===== src/sv/vector_step_interpolator_defines.svh =====
// ----------------------------------------------------------------------------
// Vector step interpolator assertion macros
// Shared concurrent assertion forms for the vector step interpolator RTL.
// ----------------------------------------------------------------------------
`ifndef VECTOR_STEP_INTERPOLATOR_DEFINES_SVH
`define VECTOR_STEP_INTERPOLATOR_DEFINES_SVH

// Same-cycle implication, held off while reset is asserted.
`define VSI_ASSERT_NOW(name, clk, rst_n, ante, cons, msg) \
name: assert property (@(posedge clk) disable iff (!(rst_n)) (ante) |-> (cons)) \
else $error(msg);

// Next-cycle implication, held off while reset is asserted.
`define VSI_ASSERT_NEXT(name, clk, rst_n, ante, cons, msg) \
name: assert property (@(posedge clk) disable iff (!(rst_n)) (ante) |=> (cons)) \
else $error(msg);

`endif


===== src/sv/vsi_pkg.sv =====
// ----------------------------------------------------------------------------
// Vector step interpolator package
// Widths, command codes, state type and divider status shared by the block.
// ----------------------------------------------------------------------------
`default_nettype none

package vsi_pkg;

	// Width of the frame countdown (4 to 31).
	localparam int FRAME_BITS = 16;

	localparam int POS_W      = 16;
	localparam int FRAMES_W   = 16;
	localparam int EXT_W      = 32;
	localparam int AXES       = 3;
	localparam int AXIS_W     = $clog2(AXES);

	// Magnitude of a target-minus-position difference and of its quotient.
	localparam int QUO_W      = POS_W + 1;
	localparam int DIV_STEPS  = QUO_W;
	localparam int STEP_CNT_W = $clog2(DIV_STEPS);

	typedef logic [POS_W-1:0]      pos_t;
	typedef logic [FRAME_BITS-1:0] frame_t;
	typedef logic [QUO_W-1:0]      quo_t;

	localparam logic [1:0] CMD_SET   = 2'd0;
	localparam logic [1:0] CMD_START = 2'd1;
	localparam logic [1:0] CMD_TICK  = 2'd2;

	typedef enum logic [1:0] {
		ST_IDLE,
		ST_DIV_GO,
		ST_DIV_WAIT,
		ST_EMIT
	} vsi_state_t;

	typedef struct packed {
		logic busy;
		logic done;
	} vsi_div_stat_t;

endpackage

`default_nettype wire


===== src/sv/vsi_if.sv =====
// ----------------------------------------------------------------------------
// Vector step interpolator channels
// Command and result word channels with valid/ready handshake.
// ----------------------------------------------------------------------------
`default_nettype none

interface vsi_cmd_if;
	logic                        valid;
	logic                        ready;
	logic [1:0]                  command;
	logic signed [vsi_pkg::POS_W-1:0] value_x;
	logic signed [vsi_pkg::POS_W-1:0] value_y;
	logic signed [vsi_pkg::POS_W-1:0] value_z;
	logic [vsi_pkg::FRAMES_W-1:0] frames;

	modport source (output valid, command, value_x, value_y, value_z, frames, input ready);
	modport sink   (input valid, command, value_x, value_y, value_z, frames, output ready);
endinterface

interface vsi_res_if;
	logic                        valid;
	logic                        ready;
	logic signed [vsi_pkg::POS_W-1:0] pos_x;
	logic signed [vsi_pkg::POS_W-1:0] pos_y;
	logic signed [vsi_pkg::POS_W-1:0] pos_z;
	logic [vsi_pkg::FRAMES_W-1:0] frames_left;
	logic                        arrived;

	modport source (output valid, pos_x, pos_y, pos_z, frames_left, arrived, input ready);
	modport sink   (input valid, pos_x, pos_y, pos_z, frames_left, arrived, output ready);
endinterface

`default_nettype wire


===== src/sv/vsi_div.sv =====
// ----------------------------------------------------------------------------
// Vector step interpolator divider
// Bit-serial restoring divider, one quotient bit per cycle.
// ----------------------------------------------------------------------------
`default_nettype none

`include "vector_step_interpolator_defines.svh"

module vsi_div (
	input  wire logic                   clk,
	input  wire logic                   arst_n,
	input  wire logic                   start,
	input  wire vsi_pkg::quo_t          dividend,
	input  wire vsi_pkg::frame_t        divisor,
	output vsi_pkg::vsi_div_stat_t      stat,
	output vsi_pkg::quo_t               quotient
);

	logic                             busy_q;
	logic                             done_q;
	logic [vsi_pkg::STEP_CNT_W-1:0]   cnt_q;
	vsi_pkg::frame_t                  rem_q;
	vsi_pkg::frame_t                  divisor_q;
	vsi_pkg::quo_t                    quo_q;

	logic [vsi_pkg::FRAME_BITS:0]     trial;
	logic [vsi_pkg::FRAME_BITS:0]     trial_sub;
	logic                             fits;

	// Shift the next dividend bit into the partial remainder.
	always_comb begin
		trial     = {rem_q, quo_q[vsi_pkg::QUO_W-1]};
		trial_sub = trial - {1'b0, divisor_q};
		fits      = (trial >= {1'b0, divisor_q});
	end

	always_ff @(posedge clk or negedge arst_n) begin
		if (!arst_n) begin
			busy_q <= 1'b0;
			done_q <= 1'b0;
			cnt_q  <= '0;
		end else begin
			done_q <= 1'b0;
			if (start) begin
				busy_q <= 1'b1;
				cnt_q  <= '0;
			end else if (busy_q) begin
				if (cnt_q == vsi_pkg::STEP_CNT_W'(vsi_pkg::DIV_STEPS - 1)) begin
					busy_q <= 1'b0;
					done_q <= 1'b1;
				end else begin
					cnt_q <= cnt_q + 1'b1;
				end
			end
		end
	end

	// Dividend bits leave at the top while quotient bits enter at the bottom.
	always_ff @(posedge clk) begin
		if (start) begin
			rem_q     <= '0;
			divisor_q <= divisor;
			quo_q     <= dividend;
		end else if (busy_q) begin
			rem_q <= fits ? trial_sub[vsi_pkg::FRAME_BITS-1:0] : trial[vsi_pkg::FRAME_BITS-1:0];
			quo_q <= {quo_q[vsi_pkg::QUO_W-2:0], fits};
		end
	end

	assign stat.busy = busy_q;
	assign stat.done = done_q;
	assign quotient  = quo_q;

	`VSI_ASSERT_NOW(a_div_no_restart, clk, arst_n, start, !busy_q, "divider restarted while busy")
	`VSI_ASSERT_NOW(a_div_done_idle, clk, arst_n, done_q, !busy_q, "divider done while busy")
	`VSI_ASSERT_NOW(a_div_rem_bound, clk, arst_n, busy_q && (cnt_q != '0), rem_q < divisor_q, "partial remainder not below divisor")

endmodule

`default_nettype wire


===== src/sv/vector_step_interpolator.sv =====
// ----------------------------------------------------------------------------
// Vector step interpolator
// Three-axis linear move toward a target with a frame countdown.
// ----------------------------------------------------------------------------
// Usage:
//   cmd carries one command word: set position, start move (target plus
//   frame count) or tick one frame. res returns exactly one result word per
//   command: the position after it, the frames left and an arrived flag.
//   A word moves on a clock edge with valid and ready both high.
// Sequencing (result register free):
//   Set, start, idle tick and the unused code: the command is taken in idle,
//   the emit state loads the result register and the block returns to idle.
//   A tick of a running move divides all three axes in turn on one bit-serial
//   divider (a start state, the quotient bits, then a hand-off in the wait
//   state); after the last axis the emit state loads the result. No new
//   command is taken until the block is back in idle.
// Reset (arst_n low): position, target and countdown clear to zero (idle),
//   no result is pending.
// Stall: the result register holds while res.ready is low; a new command is
//   still taken and worked on, and its result waits until the old word leaves.
// ----------------------------------------------------------------------------
`default_nettype none

`include "vector_step_interpolator_defines.svh"

module vector_step_interpolator (
	input  wire logic clk,
	input  wire logic arst_n,
	vsi_cmd_if.sink   cmd,
	vsi_res_if.source res
);

	// Axis state: slot 0 is always the axis the divider works on; the slots
	// rotate once per axis so three rotations bring them back in order.
	vsi_pkg::pos_t                cur_q [vsi_pkg::AXES];
	vsi_pkg::pos_t                tgt_q [vsi_pkg::AXES];
	vsi_pkg::frame_t              rem_q;
	logic                         arrived_q;
	logic [vsi_pkg::AXIS_W-1:0]   axis_q;

	vsi_pkg::vsi_state_t          state_q;
	vsi_pkg::vsi_state_t          state_d;

	// Result register.
	logic                         out_valid_q;
	vsi_pkg::pos_t                pos_x_q;
	vsi_pkg::pos_t                pos_y_q;
	vsi_pkg::pos_t                pos_z_q;
	logic [vsi_pkg::FRAMES_W-1:0] frames_left_q;
	logic                         arrived_out_q;

	logic                         in_fire;
	logic                         div_start;
	logic                         out_load;
	logic                         last_axis;

	logic [vsi_pkg::EXT_W-1:0]    frames_ext;
	logic [vsi_pkg::EXT_W-1:0]    rem_ext;
	vsi_pkg::frame_t              rem_load;
	vsi_pkg::frame_t              rem_dec;

	logic [vsi_pkg::QUO_W-1:0]    pos_ext;
	logic [vsi_pkg::QUO_W-1:0]    diff;
	vsi_pkg::quo_t                mag;
	vsi_pkg::quo_t                quotient;
	logic [vsi_pkg::QUO_W-1:0]    step_sum;
	vsi_pkg::pos_t                new_pos;

	vsi_pkg::vsi_div_stat_t       div_stat;

	// Mask frames to the counter width; show the low bits of the countdown.
	assign frames_ext = {{(vsi_pkg::EXT_W - vsi_pkg::FRAMES_W){1'b0}}, cmd.frames};
	assign rem_load   = frames_ext[vsi_pkg::FRAME_BITS-1:0];
	assign rem_ext    = {{(vsi_pkg::EXT_W - vsi_pkg::FRAME_BITS){1'b0}}, rem_q};
	assign rem_dec    = rem_q - 1'b1;
	assign last_axis  = (axis_q == vsi_pkg::AXIS_W'(vsi_pkg::AXES - 1));

	// Difference to target, its magnitude for the divider, and the step back
	// with the sign applied. The step lands between position and target.
	always_comb begin
		pos_ext  = {cur_q[0][vsi_pkg::POS_W-1], cur_q[0]};
		diff     = {tgt_q[0][vsi_pkg::POS_W-1], tgt_q[0]} - pos_ext;
		mag      = diff[vsi_pkg::QUO_W-1] ? (vsi_pkg::QUO_W'(0) - diff) : diff;
		step_sum = diff[vsi_pkg::QUO_W-1] ? (pos_ext - quotient) : (pos_ext + quotient);
		new_pos  = step_sum[vsi_pkg::POS_W-1:0];
	end

	vsi_div u_div (
		.clk      (clk),
		.arst_n   (arst_n),
		.start    (div_start),
		.dividend (mag),
		.divisor  (rem_q),
		.stat     (div_stat),
		.quotient (quotient)
	);

	// Sequencer: next state and strobes.
	always_comb begin
		state_d   = state_q;
		in_fire   = 1'b0;
		div_start = 1'b0;
		out_load  = 1'b0;
		cmd.ready = 1'b0;
		unique case (state_q)
			vsi_pkg::ST_IDLE: begin
				cmd.ready = 1'b1;
				in_fire   = cmd.valid;
				if (cmd.valid) begin
					if (cmd.command == vsi_pkg::CMD_TICK && rem_q != '0) begin
						state_d = vsi_pkg::ST_DIV_GO;
					end else begin
						state_d = vsi_pkg::ST_EMIT;
					end
				end
			end
			vsi_pkg::ST_DIV_GO: begin
				div_start = 1'b1;
				state_d   = vsi_pkg::ST_DIV_WAIT;
			end
			vsi_pkg::ST_DIV_WAIT: begin
				if (div_stat.done) begin
					state_d = last_axis ? vsi_pkg::ST_EMIT : vsi_pkg::ST_DIV_GO;
				end
			end
			vsi_pkg::ST_EMIT: begin
				out_load = !out_valid_q || res.ready;
				if (out_load) begin
					state_d = vsi_pkg::ST_IDLE;
				end
			end
			default: begin
				state_d = vsi_pkg::ST_IDLE;
			end
		endcase
	end

	always_ff @(posedge clk or negedge arst_n) begin
		if (!arst_n) begin
			state_q <= vsi_pkg::ST_IDLE;
		end else begin
			state_q <= state_d;
		end
	end

	// Position, target and countdown.
	always_ff @(posedge clk or negedge arst_n) begin
		if (!arst_n) begin
			for (int a = 0; a < vsi_pkg::AXES; a++) begin
				cur_q[a] <= '0;
				tgt_q[a] <= '0;
			end
			rem_q     <= '0;
			arrived_q <= 1'b0;
			axis_q    <= '0;
		end else if (in_fire) begin
			axis_q    <= '0;
			arrived_q <= 1'b0;
			unique case (cmd.command)
				vsi_pkg::CMD_SET: begin
					cur_q[0] <= cmd.value_x;
					cur_q[1] <= cmd.value_y;
					cur_q[2] <= cmd.value_z;
				end
				vsi_pkg::CMD_START: begin
					tgt_q[0] <= cmd.value_x;
					tgt_q[1] <= cmd.value_y;
					tgt_q[2] <= cmd.value_z;
					rem_q    <= rem_load;
					// Zero frames: snap at once.
					if (rem_load == '0) begin
						cur_q[0]  <= cmd.value_x;
						cur_q[1]  <= cmd.value_y;
						cur_q[2]  <= cmd.value_z;
						arrived_q <= 1'b1;
					end
				end
				vsi_pkg::CMD_TICK: begin
				end
				default: begin
				end
			endcase
		end else if (state_q == vsi_pkg::ST_DIV_WAIT && div_stat.done) begin
			// Advance one axis: write the stepped value and rotate the slots.
			tgt_q[0] <= tgt_q[1];
			tgt_q[1] <= tgt_q[2];
			tgt_q[2] <= tgt_q[0];
			axis_q   <= axis_q + 1'b1;
			if (last_axis && rem_dec == '0) begin
				// Move done: snap to the target in rotated order.
				cur_q[0]  <= tgt_q[1];
				cur_q[1]  <= tgt_q[2];
				cur_q[2]  <= tgt_q[0];
				arrived_q <= 1'b1;
			end else begin
				cur_q[0] <= cur_q[1];
				cur_q[1] <= cur_q[2];
				cur_q[2] <= new_pos;
			end
			if (last_axis) begin
				rem_q <= rem_dec;
			end
		end
	end

	// Result register: hold while the sink stalls.
	always_ff @(posedge clk or negedge arst_n) begin
		if (!arst_n) begin
			out_valid_q <= 1'b0;
		end else if (out_load) begin
			out_valid_q <= 1'b1;
		end else if (res.ready) begin
			out_valid_q <= 1'b0;
		end
	end

	always_ff @(posedge clk) begin
		if (out_load) begin
			pos_x_q       <= cur_q[0];
			pos_y_q       <= cur_q[1];
			pos_z_q       <= cur_q[2];
			frames_left_q <= rem_ext[vsi_pkg::FRAMES_W-1:0];
			arrived_out_q <= arrived_q;
		end
	end

	assign res.valid       = out_valid_q;
	assign res.pos_x       = pos_x_q;
	assign res.pos_y       = pos_y_q;
	assign res.pos_z       = pos_z_q;
	assign res.frames_left = frames_left_q;
	assign res.arrived     = arrived_out_q;

	`VSI_ASSERT_NOW(a_done_in_wait, clk, arst_n, div_stat.done,
		state_q == vsi_pkg::ST_DIV_WAIT, "divider finished outside wait state")
	`VSI_ASSERT_NOW(a_busy_in_wait, clk, arst_n, div_stat.busy,
		state_q == vsi_pkg::ST_DIV_WAIT, "divider busy outside wait state")
	`VSI_ASSERT_NEXT(a_tick_divides, clk, arst_n,
		in_fire && cmd.command == vsi_pkg::CMD_TICK && rem_q != '0,
		state_q == vsi_pkg::ST_DIV_GO, "running tick did not start division")
	`VSI_ASSERT_NOW(a_arrived_idle, clk, arst_n, res.valid && res.arrived,
		res.frames_left == '0, "arrived with frames left")

endmodule

`default_nettype wire


===== src/flat_wrapper.sv =====
// flat-port wrapper written by rule: the top's interface ports become plain ports
module vector_step_interpolator_flat 
  (clk, arst_n, cmd_valid, cmd_command, cmd_value_x, cmd_value_y, cmd_value_z, cmd_frames, cmd_ready, res_valid, res_pos_x, res_pos_y, res_pos_z, res_frames_left, res_arrived, res_ready);
  vsi_cmd_if cmd_i ();
  vsi_res_if res_i ();
  input  wire logic clk;
  input  wire logic arst_n;
  input wire logic [$bits(cmd_i.valid)-1:0] cmd_valid;
  input wire logic [$bits(cmd_i.command)-1:0] cmd_command;
  input wire logic [$bits(cmd_i.value_x)-1:0] cmd_value_x;
  input wire logic [$bits(cmd_i.value_y)-1:0] cmd_value_y;
  input wire logic [$bits(cmd_i.value_z)-1:0] cmd_value_z;
  input wire logic [$bits(cmd_i.frames)-1:0] cmd_frames;
  output wire logic [$bits(cmd_i.ready)-1:0] cmd_ready;
  output wire logic [$bits(res_i.valid)-1:0] res_valid;
  output wire logic [$bits(res_i.pos_x)-1:0] res_pos_x;
  output wire logic [$bits(res_i.pos_y)-1:0] res_pos_y;
  output wire logic [$bits(res_i.pos_z)-1:0] res_pos_z;
  output wire logic [$bits(res_i.frames_left)-1:0] res_frames_left;
  output wire logic [$bits(res_i.arrived)-1:0] res_arrived;
  input wire logic [$bits(res_i.ready)-1:0] res_ready;
  assign cmd_i.valid = cmd_valid;
  assign cmd_i.command = cmd_command;
  assign cmd_i.value_x = cmd_value_x;
  assign cmd_i.value_y = cmd_value_y;
  assign cmd_i.value_z = cmd_value_z;
  assign cmd_i.frames = cmd_frames;
  assign cmd_ready = cmd_i.ready;
  assign res_valid = res_i.valid;
  assign res_pos_x = res_i.pos_x;
  assign res_pos_y = res_i.pos_y;
  assign res_pos_z = res_i.pos_z;
  assign res_frames_left = res_i.frames_left;
  assign res_arrived = res_i.arrived;
  assign res_i.ready = res_ready;
  vector_step_interpolator u_core (.clk(clk), .arst_n(arst_n), .cmd(cmd_i), .res(res_i));
endmodule

===== config.mk =====
export PLATFORM = sky130hd
export DESIGN_NAME = vector_step_interpolator_flat
export DESIGN_NICKNAME = d
export VERILOG_FILES = /design/src/sv/vsi_pkg.sv /design/src/sv/vsi_if.sv /design/src/sv/vsi_div.sv /design/src/sv/vector_step_interpolator.sv /design/src/flat_wrapper.sv
export VERILOG_INCLUDE_DIRS = /design/src /design/src/sv
export SDC_FILE = /design/constraint.sdc
export NUM_CORES = 1
export LEC_CHECK = 0
export ABC_AREA = 1
export BUFFER_PORTS_ARGS = -buffer_cell sky130_fd_sc_hd__buf_2
export CAP_MARGIN = 0
export CELL_PAD_IN_SITES_DETAIL_PLACEMENT = 1
export CELL_PAD_IN_SITES_GLOBAL_PLACEMENT = 1
export CORE_MARGIN = 3
export CORE_UTILIZATION = 48
export DETAILED_ROUTE_END_ITERATION = 10
export PLACE_DENSITY = 0.95
export SLEW_MARGIN = 0
export SYNTH_ARGS = -nofsm -noshare
export SYNTH_HDL_FRONTEND = slang
export SYNTH_SLANG_ARGS = --single-unit

===== constraint.sdc =====
create_clock -name clk -period 6.7 [get_ports clk]
set_input_delay 1.34 -clock clk [delete_from_list [all_inputs] [get_ports clk]]
set_output_delay 1.34 -clock clk [all_outputs]
set_load 0.005 [all_outputs]

Word level (Yosys, flattened, before mapping)
Index checks and enable logic that the tools add are counted.
- eq/ne operators: 14
- $lt $le $gt $ge: 1
- bitwise logic cells: 0
- muxes and demuxes: 45
- $add $sub $neg: 8
- reduce and logical (&&, ||, !) cells: 21
- $mul: 0
- divide/modulo/power cells: 0
- shifts and indexed selects: 0
- operators by type and width (operator ; number):
    $mux 48 ; 7
    $mux 16 ; 6
    $pmux 48 s2 ; 1
    $mux 17 ; 3
    $logic_not 16->1 ; 2
    $sub 16x16->16 ; 2
    $ge 17x16->1 ; 1
    $mux 1 ; 17
    $sub 1x17->17 const A ; 1
    $sub 16x16->17 ; 1
    $add 16x16->16 ; 1
    $reduce_bool 16->1 ; 1
    $sub 16x1->16 const B ; 1
    $mux 5 ; 3
    $mux 2 ; 7
    $reduce_bool 2->1 ; 5
    $reduce_and 3->1 ; 3
    $eq 2x2->1 const B ; 4
    $pmux 2 s4 ; 1
    $ne 2x2->1 const B ; 3
    $ne 3x3->1 const B ; 2
    $reduce_and 2->1 ; 3
    $add 5x1->5 const B ; 1
    $eq 5x5->1 const B ; 1
    7 further kinds ; 12
- memory bits (read-only): 0
- RAM bits: 0
- bits in registers: 239
- logic and storage cells: 111
- memories kept: 0
- bits in latches: 0

Longest topological paths before layout
- word-level depth: 6
- depth in mapped cells: 32

Hierarchy
From an unflattened synthesis, not the netlist that was laid out.
- cell total of the unflattened synthesis: 1848
- area, all modules: 14247.4 µm²
- by module, submodules not included (module ; seq. area each (µm²) ; cells an instance ; area each (µm²) ; times used):
    vector_step_interpolator ; 4904.7 ; 1383 ; 10766.6 ; 1
    vsi_div ; 1486.4 ; 465 ; 3480.8 ; 1

Worst setup path after synthesis
Ideal clock, no wire load.
- path kind: in2reg
- start: input port res_ready
- end: register u_core.arrived_out_q (netlist: u_core.res.arrived), enable pin
- required time: 6.211 ns
- path buffers: 0
- data arrival time: 4.126 ns
- stages on the path: 2
- slack: 2.085 ns
- cells stage by stage: nor2_1 > nor2_1
- longest elaborated chain between the ends: 2
- ends and longest elaborated chain (what ; line ; source):
    start, declared ; flat_wrapper.sv:21 ; input wire logic [$bits(res_i.ready)-1:0] res_ready;
    $logic_or 1x1->1 ; vector_step_interpolator.sv:127 ; out_load = !out_valid_q || res.ready;
    $mux 1 ; vector_step_interpolator.sv:105 ; unique case (state_q)
    net u_core.out_load ; vector_step_interpolator.sv:54 ; logic out_load;
    end signal, assigned ; vector_step_interpolator.sv:223 ; arrived_out_q <= arrived_q;
    end, declared ; vector_step_interpolator.sv:50 ; logic arrived_out_q;
The timed path passes the listed nets, and every way through them passes these cells.
A chain may end at the register's enable or synchronous reset.

Worst setup path after layout
- start: register u_core.tgt_q[32] in the netlist's numbering
- end: register u_core.cur_q[10] in the netlist's numbering
- longest elaborated chain between the ends: 5
- ends and longest elaborated chain (what ; line ; source):
    start, declared ; vector_step_interpolator.sv:36 ; vsi_pkg::pos_t tgt_q [vsi_pkg::AXES];
    $sub 16x16->17 ; vector_step_interpolator.sv:82 ; diff = {tgt_q[0][vsi_pkg::POS_W-1], tgt_q[0]} - pos_ext;
    $mux 16 ; vector_step_interpolator.sv:84 ; step_sum = diff[vsi_pkg::QUO_W-1] ? (pos_ext - quotient) : (pos_ext + quotient);
    $mux 48 ; vector_step_interpolator.sv:189 ; if (last_axis && rem_dec == '0) begin
    $mux 48 ; vector_step_interpolator.sv:183 ; end else if (state_q == vsi_pkg::ST_DIV_WAIT && div_stat.done) begin
    $mux 48 ; vector_step_interpolator.sv:156 ; end else if (in_fire) begin
    end, declared ; vector_step_interpolator.sv:35 ; vsi_pkg::pos_t cur_q [vsi_pkg::AXES];
No other way between the ends. The select of a mux whose other input is x is not followed.

==> results.sh <==
export IMPL_run_status="finished clean"
export IMPL_worstMarginPinSlew_ns=1.10
export IMPL_die_h_um=178
export IMPL_yosys_area_top_type="dfrtp_1"
export IMPL_final_setup_worst_slack_ns=1.55
export IMPL_cts_setup_buffers=0
export IMPL_cp_slowest_cell="inv_2"
export IMPL_die_area_um2=31700
export IMPL_multi_input_area_um2=6700
export IMPL_path_class="reg -> reg"
export IMPL_first_global_vias=14700
export IMPL_vias=13900
export IMPL_io_pins=137
export IMPL_grt_ovfl_total=0
export IMPL_clock_sinks=239
export IMPL_synth_edf_count=98
export IMPL_wirelength_um=53100
export IMPL_clock_latency_ns=0.55
export IMPL_io_buffers=136
export IMPL_crit_family="simple AND/OR/NAND/NOR gates"
export IMPL_max_stage_delay_ns=0.50
export IMPL_fin_crit_ns=5.15
export IMPL_vias_per_cell=5.96
export IMPL_rsz0062_at_grt="no"
export IMPL_fin_crit_sh_pct=76.9
export IMPL_rows=62
export IMPL_ys_ff_latch=239
export IMPL_hold_viol_final=0
export IMPL_finalClockSkew_ns=0.0146
export IMPL_drt_iter0_markers=1333
export IMPL_grt_max_degree=103
export IMPL_syn_num_nets=1943
export IMPL_timing_fmax_mhz=194
export IMPL_r2r_slack_ns=1.55
export IMPL_cts_tree="yes"
export IMPL_hold_path_class="reg -> reg"
export IMPL_grt_pass1_wl_um=82700
export IMPL_async_reset_ff_share_pct=52.3
export IMPL_avgRoutedWirePerCell_um=22.8
export IMPL_synthTopCellsByArea="dfrtp_1 (22%), edfxtp_1 (21%), nand2_1 (15%)"
export IMPL_drt_pass1_iter_count=7
export IMPL_setup_tns_ns=0
export IMPL_worstRegToRegCells=28
export IMPL_critPathCaptureType="flip-flop"
export IMPL_post_cts_resized=0
export IMPL_cp_start_kind="flip-flop"
export IMPL_start_util_pct=49.0
export IMPL_synth_flop_cell="dfrtp_1"
export IMPL_gp_routability_congestion=0.980
export IMPL_min_from="u_core.cur_q[3]"
export IMPL_r2r_start="u_core.tgt_q[32]"
export IMPL_netlist_area_um2=14200
export IMPL_cp_common_cell="nand2_1"
export IMPL_cts_buffers=27
export IMPL_drc=0
export IMPL_syn_to_final_growth_pct=14.2
export IMPL_clock_root_buffer="clkbuf_16"
export IMPL_syn_inst=1816
export IMPL_worst_slew_margin_rel_pct=26.5
export IMPL_cap_violations=0
export IMPL_dp_hpwl_um=37000
export IMPL_setup_viol=0
export IMPL_drv_slew=0
export IMPL_post_route_cells_drive_above_1_share_pct=12.8
export IMPL_critPathArrivalTime_ns=5.63
export IMPL_grtUsageTotal_pct=33.7
export IMPL_fillCellCount=3608
export IMPL_synth_warnings=0
export IMPL_crit_buf_inv=4
export IMPL_rr_endpoint="u_core.cur_q[10]"
export IMPL_antenna_found_initial=2
export IMPL_ctsHoldBuffers=0
export IMPL_core_area_um2=28900
export IMPL_place_ws_ns=1.67
export IMPL_cts_buffer_depth=3
export IMPL_ys_seq_area_share_pct=45.0
export IMPL_fp_dieW_um=178
export IMPL_clkTransAtPathRegs_ns=0.06
export IMPL_cp_max_fo=27
export IMPL_htreeDepth=1
export IMPL_cp_required_ns=7.18
export IMPL_nets=2052
export IMPL_antenna_left=0
export IMPL_hold_depth=0
export IMPL_num_antenna_cells=0
export IMPL_avgSynthCellArea_um2=7.82
export IMPL_holdPathEnd="u_core.res.pos_z[3]"
export IMPL_synth_top_area_share_pct=22.0
export IMPL_synth_distinct_cells=45
export IMPL_ff_latch_area_um2=6390
-- layout make-up --
| class | instances | area share (%) |
|---|---|---|
| inverter | 219 | 5.08 |
| tap | 384 | 2.96 |
| sequential | 239 | 39.4 |
| clock inverter | 18 | 1.88 |
| multi-input combinational | 1293 | 41.3 |
| clock buffer | 31 | 4.65 |
| timing repair buffer | 145 | 4.65 |
-- per-layer routing --
layer | global-route usage (%) | vias up | share of wire [%]
li1 | - | 6179 | -
met3 | 5.65 | 160 | 7.2
met4 | 12.0 | 4 | 3.6
met2 | 54.0 | 643 | 47
met1 | 46.2 | 6889 | 42
met5 | 0 | - | 0.064
-- cells in the final DEF (no fill, tap or decap), types with 8 or more instances in the layout --
cell,n
xnor2_1,12
nand2_1,547
nor2_1,159
bufinv_16,8
nor3_1,20
buf_2,135
o21ai_0,63
edfxtp_1,98
nand3_1,115
a21boi_2,30
a21oi_1,92
nor2_2,8
o211ai_1,15
buf_4,9
xor2_1,34
nand4_1,24
clkbuf_16,29
a21boi_0,10
dfrtp_1,125
o22ai_1,12
inv_1,216
ha_1,54
a31oi_1,51
dfxtp_1,16
-- how the worst max path moves through the flow --
stage                      from                 end  cells after the start
5_1_grt        u_core.tgt_q[32]    u_core.cur_q[10]                     28
3_3_place_gp   u_core.tgt_q[32]    u_core.cur_q[10]                     28
6_report       u_core.tgt_q[32]    u_core.cur_q[10]                     28
4_1_cts        u_core.tgt_q[32]    u_core.cur_q[10]                     28
3_5_place_dp   u_core.tgt_q[32]    u_core.cur_q[10]                     28
2_1_floorplan         res_ready  u_core.res.arrived                      2
-- logic make-up (layout without fill, tap and decap cells) --
group	after synthesis	count (layout)	share of synthesized area, %
fa+ha+maj	57	57	5.18
compound gates	294	294	13.1
xor+xnor	46	46	2.84
buf+inv	284	413	7.95
flops	239	239	45.0
simple gates	896	896	25.9
-- through the flow --
stage               hold slack [ns]  utilization [%]  area, µm²  instances
global route                  0.476             56.0      16200       2329
global placement              0.432             52.4      15200       2280
detailed placement            0.436             52.4      15200       2280
finish                        0.455             56.0      16200       2329
floorplan                     0.425                -      14200       1816
CTS                           0.462             56.0      16200       2329
-- synthesized netlist by cell type, types with 20 or more instances --
| cell | n |
|---|---|
| o21ai_0 | 64 |
| nand4_1 | 24 |
| inv_1 | 217 |
| a31oi_1 | 51 |
| a21boi_2 | 30 |
| xor2_1 | 34 |
| a21oi_1 | 92 |
| nor2_1 | 161 |
| nand2_1 | 549 |
| clkbuf_1 | 36 |
| nor3_1 | 20 |
| dfrtp_1 | 125 |
| nand3_1 | 115 |
| edfxtp_1 | 98 |
| ha_1 | 54 |
Power is not shown: default switching activity piles up to over one toggle a cycle in this logic, so the estimate is an artifact.
